--- src/rtl/u2d_pkg.sv ---
// Shared types and constants for the UTF-8 to UCS-2 decoder.
`timescale 1ns / 1ps

package u2d_pkg;

	localparam int QUEUE_DEPTH = 4;
	localparam int QPTR_W      = $clog2(QUEUE_DEPTH);
	localparam int QCNT_W      = $clog2(QUEUE_DEPTH + 1);

	localparam logic [1:0] PEND_NONE = 2'd0;
	localparam logic [1:0] PEND_ONE  = 2'd1;
	localparam logic [1:0] PEND_TWO  = 2'd2;

	// Results caused by one input byte: one or two code points.
	typedef struct packed {
		logic        two;
		logic [15:0] cp0;
		logic [15:0] cp1;
		logic        last;
	} job_t;

	typedef struct packed {
		logic empty;
		logic full;
	} queue_status_t;

endpackage

--- src/rtl/u2d_front.sv ---
// Front end: tracks the pending sequence and classifies each byte into a job.
`timescale 1ns / 1ps

module u2d_front (
	input  logic                   clk,
	input  logic                   arst_n,
	input  logic                   accept,
	input  logic [7:0]             in_byte,
	input  logic                   is_last,
	output logic                   push,
	output u2d_pkg::job_t          job
);

	logic [1:0]  pend_q;
	logic [15:0] partial_q;
	logic [1:0]  nxt_pend;
	logic [15:0] nxt_part;
	logic [1:0]  n;
	logic [15:0] cp0;
	logic [15:0] cp1;
	logic        lead;

	always_comb begin
		nxt_pend = pend_q;
		nxt_part = partial_q;
		n        = 2'd0;
		cp0      = '0;
		cp1      = '0;
		lead     = 1'b0;

		if (pend_q != u2d_pkg::PEND_NONE) begin
			if (in_byte[7:6] == 2'b10) begin
				if (pend_q == u2d_pkg::PEND_TWO)
					nxt_part = partial_q | {4'b0, in_byte[5:0], 6'b0};
				else
					nxt_part = partial_q | {10'b0, in_byte[5:0]};
				nxt_pend = pend_q - 2'd1;
				if (nxt_pend == u2d_pkg::PEND_NONE) begin
					cp0      = nxt_part;
					n        = 2'd1;
					nxt_part = '0;
				end
			end else begin
				// broken sequence: flush zero-filled, then reparse as a lead
				cp0      = partial_q;
				n        = 2'd1;
				nxt_pend = u2d_pkg::PEND_NONE;
				nxt_part = '0;
				lead     = 1'b1;
			end
		end else begin
			lead = 1'b1;
		end

		if (lead) begin
			case (in_byte) inside
				8'b0???????: begin
					if (n == 2'd0) cp0 = {8'b0, in_byte};
					else           cp1 = {8'b0, in_byte};
					n = n + 2'd1;
				end
				8'b110?????: begin
					nxt_part = {5'b0, in_byte[4:0], 6'b0};
					nxt_pend = u2d_pkg::PEND_ONE;
				end
				8'b1110????: begin
					nxt_part = {in_byte[3:0], 12'b0};
					nxt_pend = u2d_pkg::PEND_TWO;
				end
				default: begin
					if (n == 2'd0) cp0 = '0;
					else           cp1 = '0;
					n = n + 2'd1;
				end
			endcase
		end

		// end of string mid-sequence
		if (is_last && nxt_pend != u2d_pkg::PEND_NONE) begin
			if (n == 2'd0) cp0 = nxt_part;
			else           cp1 = nxt_part;
			n        = n + 2'd1;
			nxt_pend = u2d_pkg::PEND_NONE;
			nxt_part = '0;
		end
	end

	assign push     = accept && (n != 2'd0);
	assign job.two  = (n == 2'd2);
	assign job.cp0  = cp0;
	assign job.cp1  = cp1;
	assign job.last = is_last;

	always_ff @(posedge clk or negedge arst_n) begin
		if (!arst_n) begin
			pend_q    <= u2d_pkg::PEND_NONE;
			partial_q <= '0;
		end else if (accept) begin
			pend_q    <= nxt_pend;
			partial_q <= nxt_part;
		end
	end

	a_pend_range: assert property (@(posedge clk) disable iff (!arst_n)
		pend_q != 2'd3)
		else $error("pending count out of range");

	a_idle_clear: assert property (@(posedge clk) disable iff (!arst_n)
		pend_q == u2d_pkg::PEND_NONE |-> partial_q == 16'd0)
		else $error("partial value left over with nothing pending");

endmodule

--- src/rtl/u2d_queue.sv ---
// Short job queue between the front and back ends.
`timescale 1ns / 1ps

module u2d_queue (
	input  logic                   clk,
	input  logic                   arst_n,
	input  logic                   push,
	input  u2d_pkg::job_t          push_job,
	input  logic                   pop,
	output u2d_pkg::job_t          head,
	output u2d_pkg::queue_status_t status
);

	u2d_pkg::job_t                mem_q [u2d_pkg::QUEUE_DEPTH];
	logic [u2d_pkg::QPTR_W-1:0]  wr_ptr_q;
	logic [u2d_pkg::QPTR_W-1:0]  rd_ptr_q;
	logic [u2d_pkg::QCNT_W-1:0]  count_q;

	assign status.empty = (count_q == '0);
	assign status.full  = (count_q == u2d_pkg::QCNT_W'(u2d_pkg::QUEUE_DEPTH));
	assign head         = mem_q[rd_ptr_q];

	always_ff @(posedge clk) begin
		if (push)
			mem_q[wr_ptr_q] <= push_job;
	end

	always_ff @(posedge clk or negedge arst_n) begin
		if (!arst_n) begin
			wr_ptr_q <= '0;
			rd_ptr_q <= '0;
			count_q  <= '0;
		end else begin
			if (push)
				wr_ptr_q <= wr_ptr_q + 1'b1;
			if (pop)
				rd_ptr_q <= rd_ptr_q + 1'b1;
			if (push && !pop)
				count_q <= count_q + 1'b1;
			else if (pop && !push)
				count_q <= count_q - 1'b1;
		end
	end

	a_no_overflow: assert property (@(posedge clk) disable iff (!arst_n)
		status.full |-> !push)
		else $error("push into full queue");

	a_no_underflow: assert property (@(posedge clk) disable iff (!arst_n)
		status.empty |-> !pop)
		else $error("pop from empty queue");

endmodule

--- src/rtl/u2d_back.sv ---
// Back end: walks each job and drives one code point per beat from an output register.
`timescale 1ns / 1ps

module u2d_back (
	input  logic                   clk,
	input  logic                   arst_n,
	input  u2d_pkg::job_t          head,
	input  u2d_pkg::queue_status_t status,
	output logic                   pop,
	input  logic                   out_stall,
	output logic                   out_valid,
	output logic [15:0]            code_point,
	output logic                   run_last,
	output logic                   stream_end
);

	logic        sel_q;
	logic        valid_q;
	logic [15:0] cp_q;
	logic        run_last_q;
	logic        end_q;
	logic        load;
	logic        job_done;

	assign load     = !valid_q || !out_stall;
	assign job_done = !head.two || sel_q;
	assign pop      = load && !status.empty && job_done;

	always_ff @(posedge clk or negedge arst_n) begin
		if (!arst_n) begin
			valid_q <= 1'b0;
			sel_q   <= 1'b0;
		end else if (load) begin
			valid_q <= !status.empty;
			if (!status.empty)
				sel_q <= !job_done;
		end
	end

	always_ff @(posedge clk) begin
		if (load && !status.empty) begin
			cp_q       <= sel_q ? head.cp1 : head.cp0;
			run_last_q <= job_done;
			end_q      <= job_done && head.last;
		end
	end

	assign out_valid  = valid_q;
	assign code_point = cp_q;
	assign run_last   = run_last_q;
	assign stream_end = end_q;

	a_end_is_run_last: assert property (@(posedge clk) disable iff (!arst_n)
		out_valid && stream_end |-> run_last)
		else $error("stream end without run last");

	a_second_half: assert property (@(posedge clk) disable iff (!arst_n)
		sel_q |-> !status.empty && head.two)
		else $error("second result selected without a two-result job");

endmodule

--- src/rtl/utf8_to_ucs2_decoder.sv ---
// Top level of the UTF-8 to UCS-2 decoder.
// A byte's first code point passes the job queue, then the output register, to the output.
// Throughput: one byte per cycle; a byte that yields two code points needs two output beats.
// A four-entry job queue lets input run on while the output is stalled; the input stalls when
// the queue is full.
// Reset (arst_n low, asynchronous) clears the pending sequence, the queue and the output valid.
`timescale 1ns / 1ps

module utf8_to_ucs2_decoder (
	input  logic        clk,
	input  logic        arst_n,
	input  logic        in_valid,
	output logic        in_stall,
	input  logic [7:0]  in_byte,
	input  logic        is_last,
	output logic        out_valid,
	input  logic        out_stall,
	output logic [15:0] code_point,
	output logic        run_last,
	output logic        stream_end
);

	u2d_pkg::job_t          job;
	u2d_pkg::job_t          head;
	u2d_pkg::queue_status_t status;
	logic                   push;
	logic                   pop;
	logic                   accept;

	assign in_stall = status.full;
	assign accept   = in_valid && !status.full;

	u2d_front u_front (
		.clk     (clk),
		.arst_n  (arst_n),
		.accept  (accept),
		.in_byte (in_byte),
		.is_last (is_last),
		.push    (push),
		.job     (job)
	);

	u2d_queue u_queue (
		.clk      (clk),
		.arst_n   (arst_n),
		.push     (push),
		.push_job (job),
		.pop      (pop),
		.head     (head),
		.status   (status)
	);

	u2d_back u_back (
		.clk        (clk),
		.arst_n     (arst_n),
		.head       (head),
		.status     (status),
		.pop        (pop),
		.out_stall  (out_stall),
		.out_valid  (out_valid),
		.code_point (code_point),
		.run_last   (run_last),
		.stream_end (stream_end)
	);

endmodule

--- config.mk ---
export PLATFORM = sky130hd
export DESIGN_NAME = utf8_to_ucs2_decoder
export DESIGN_NICKNAME = d
export VERILOG_FILES = /design/src/rtl/u2d_pkg.sv /design/src/rtl/u2d_front.sv /design/src/rtl/u2d_queue.sv /design/src/rtl/u2d_back.sv /design/src/rtl/utf8_to_ucs2_decoder.sv
export SDC_FILE = /design/constraint.sdc
export NUM_CORES = 1
export LEC_CHECK = 0
export ABC_CLOCK_PERIOD_IN_PS = 3100
export BUFFER_PORTS_ARGS = -buffer_cell sky130_fd_sc_hd__buf_2
export CAP_MARGIN = 20
export CORE_UTILIZATION = 35
export DETAILED_ROUTE_END_ITERATION = 10
export PLACE_DENSITY_LB_ADDON = 0.2
export SLEW_MARGIN = 10
export SYNTH_ARGS = -nofsm -noshare
export SYNTH_HDL_FRONTEND = slang
export SYNTH_SLANG_ARGS = --single-unit
--- constraint.sdc ---
create_clock -name clk -period 3.1 [get_ports clk]
set_clock_uncertainty 0.05 [all_clocks]
set_input_delay 0.31 -clock clk [delete_from_list [all_inputs] [get_ports clk]]
set_output_delay 0.31 -clock clk [all_outputs]
set_load 0.01 [all_outputs]
==> flow_metrics.tcl <==
set metrics [dict create \
    busiest_layer "met2" \
    ys_seq_elements 181 \
    worstMarginPinSlew_ns 0.748 \
    grt_pass1_vias 4755 \
    dr.pass1.iters 8 \
    synth_compound_area_share_pct 7.98 \
    postRouteAntennaNets 0 \
    violations "design-rule violations" \
    end_kind "register" \
    syn_to_final_growth_pct 18.8 \
    synthTopCellsByArea "edfxtp_1 59%, mux4_2 9.7%, dfrtp_1 8.5%" \
    initial_core_util_pct 36.0 \
    gp_congestion 0.852 \
    h-tree-depth 4 \
    rr_worst_depth 14 \
    crit_arrival_ns 3.35 \
    synthSimpleGateAreaFrac_pct 6.46 \
    grt_pass1_wl_um 26800 \
    yosys.area.top_type "edfxtp_1" \
    wire_per_inst_um 19.5 \
    synth_warnings 0 \
    fin_hold_ws_ns 0.0531 \
    crit_path_start_kind "register" \
    grt_start_max_net_pins 36 \
    grt_use_met1_pct 19.6 \
    crit_end "u_queue.count_q[1]" \
    hold_viol_final 0 \
    worst_r2r_endpoint "u_queue.count_q[1]" \
    synthCells 507 \
    cts_tree "built" \
    cp-startpoint "u_front.pend_q[1]" \
    power_leakage_nw 3.34 \
    cts_made_buffers 17 \
    ys.flop_type "edfxtp_1" \
    track_usage_pct 15.4 \
    first_iter_violations 296 \
    synth_top_family_by_area "multiplexers" \
    numPortBuffers 32 \
    synthDistinctLibCells 45 \
    placed_area_um2 8720 \
    core_um2 22000 \
    cts-root-buf "clkbuf_16" \
    drv_slew 0 \
    die_h_um 152 \
    insertion_delay_ns 0.42 \
    power_density_nw_per_um2 977 \
    synth_nets 531 \
    max_freq_mhz 324 \
    rsz0062_at_grt "yes" \
    min_period_ns 3.09 \
    layout-drive-gt1-share_pct 32.8 \
    final_area_um2 9390 \
    path_clk_slew_ns 0.07 \
    crit_required_ns 3.36 \
    vias 4544 \
    use_met3_pct 3.41 \
    fin_util_pct 42.8 \
    synth_edf_count 154 \
    synth_xor_area_share_pct 0.665 \
    hp-class "in -> reg" \
    muxShareOfSynthArea_pct 13.6 \
    final_cell_mix "154 x edfxtp_1, 52 x nand2_1, 34 x mux4_2" \
    antenna_found_initial 0 \
    insertedDiodeCount 0 \
    viasPerCell 5.27 \
    peakVddDrop_mv 0.496 \
    clockBufferDepth 2 \
    dp_hpwl_um 10600 \
    drc 3 \
    synthAdderAreaFrac_pct 1.84 \
    rrSetupSlack_ns 0.01 \
    nNetsFinal 594 \
    yosysTopAreaCellShare_pct 58.5 \
    worstSetupPathType "reg -> reg" \
    seq_area_frac_synth_pct 67.1 \
    num_rows 54 \
    die-area_um2 23200 \
    drt-total-wl_um 16800 \
    netlist_area_um2 7900 \
    avgSynthCellArea_um2 15.6 \
    setup_viol 0 \
    die_x_um 152 \
    max_slew_margin_pct 50.1 \
    layout_commonest_cell "edfxtp_1" \
    grtUsageMet2_pct 25.6 \
    min_period_over_period_pct 99.5 \
    cap_violations 0 \
    reg2reg_from "u_front.pend_q[1]" \
    status "complete, but fails checks" \
    grt_overflow 0 \
    ys_async_sr_fraction_pct 14.9 \
    cp_max_fo 2 \
    clkSinkCount 181 \
    num_io_pins 33 \
]
==> area by class of cell <==
class | instances | area (um^2)
tap | 280 | 350
timing repair buffer | 75 | 602
clock inverter | 14 | 153
inverter | 13 | 48.8
clock buffer | 17 | 425
multi-input combinational | 282 | 2510
sequential | 181 | 5300
fill | 1954 | 12600
==> kinds of logic after synthesis <==
group           after synthesis
buf+inv                      44
mux                          62
xor+xnor                      6
compound gates               91
fa+ha+maj                    11
flops                       181
simple gates                112
==> worst min path at each step <==
stage | slack, ns | endpoint | from | cells past startpoint
6_report | 0.05 | u_back.out_valid | out_stall | 3
3_5_place_dp | 0.35 | u_queue.count_q[1] | arst_n | 1
3_3_place_gp | 0.34 | u_back.out_valid | arst_n | 1
5_1_grt | 0.07 | u_back.out_valid | out_stall | 3
2_1_floorplan | -0.04 | u_back.out_valid | arst_n | 0
4_1_cts | 0.03 | u_back.out_valid | out_stall | 3
==> metrics by stage <==
step | setup TNS, ns | setup WS [ns] | power [mW] | instances
2_1_floorplan | -6.83 | -0.197 | 5.92 | 507
5_1_grt | -0.243 | -0.143 | 9.73 | 862
3_5_place_dp | -0.212 | -0.110 | 7.07 | 828
3_3_place_gp | -0.0888 | -0.0715 | 7.00 | 828
4_1_cts | 0 | 0.0106 | 9.25 | 860
6_report | 0 | 0.0141 | 9.17 | 862
==> synthesized netlist by cell type (all sizes together), types with 2 or more instances <==
| master | n |
|---|---|
| a31oi | 2 |
| xor2 | 2 |
| a22oi | 5 |
| and2 | 7 |
| a21oi | 9 |
| clkbuf | 19 |
| nand3 | 23 |
| nand2 | 53 |
| nor2b | 2 |
| nor3 | 3 |
| mux4 | 34 |
| a32oi | 5 |
| ha | 10 |
| xnor2 | 4 |
| dfrtp | 27 |
| buf | 12 |
| mux2i | 8 |
| nor2 | 17 |
| a22o | 6 |
| o21ai | 27 |
| a21o | 7 |
| nand2b | 3 |
| a31o | 6 |
| o31ai | 20 |
| inv | 13 |
| edfxtp | 154 |
| mux2 | 20 |
==> flip-flops by register name, indices dropped and copies added, names as in the netlist <==
register	flops
u_queue.rd_ptr_q	2
u_queue.mem_q	136
u_back.run_last	1
u_front.partial_q	16
u_back.code_point	16
u_front.pend_q	2
u_back.stream_end	1
u_queue.wr_ptr_q	2
u_back.sel_q	1
u_back.out_valid	1
u_queue.count_q	3
==> routing by layer <==
layer  up-vias  wire length (um)
met1      2314              7370
li1       2100                 -
met2       103              8370
met3        27               621
met4         0               433
met5         -                 0
==> where the power goes <==
part	internal (mW)	total, mW	switching [mW]	leakage (nW)
Combinational	1.55	3.33	1.78	1.26
Clock	1.19	2.11	0.921	0.280
Sequential	3.52	3.73	0.211	1.80
==> critical path: stages, from the launching register on <==
cell	delay, ns
dfrtp_1	0.39
inv_2	0.07
ha_4	0.15
or4b_4	0.47
o311a_4	0.15
o21ai_4	0.13
inv_2	0.06
ha_4	0.21
inv_2	0.05
a21oi_2	0.04
mux2_4	0.28
ha_4	0.16
inv_2	0.05
fa_2	0.42
mux2_4	0.27
==> timing repair <==
item                                   in CTS  in global routing
endpoints found under the hold margin      27                  0
hold buffers                                1                  0
pin swaps                                   7                  1
gates resized for setup                     8                  9
setup endpoints to repair                   2                 26
buffers inserted                            0                  2
Note: power is estimated with default switching activity, not from simulation.
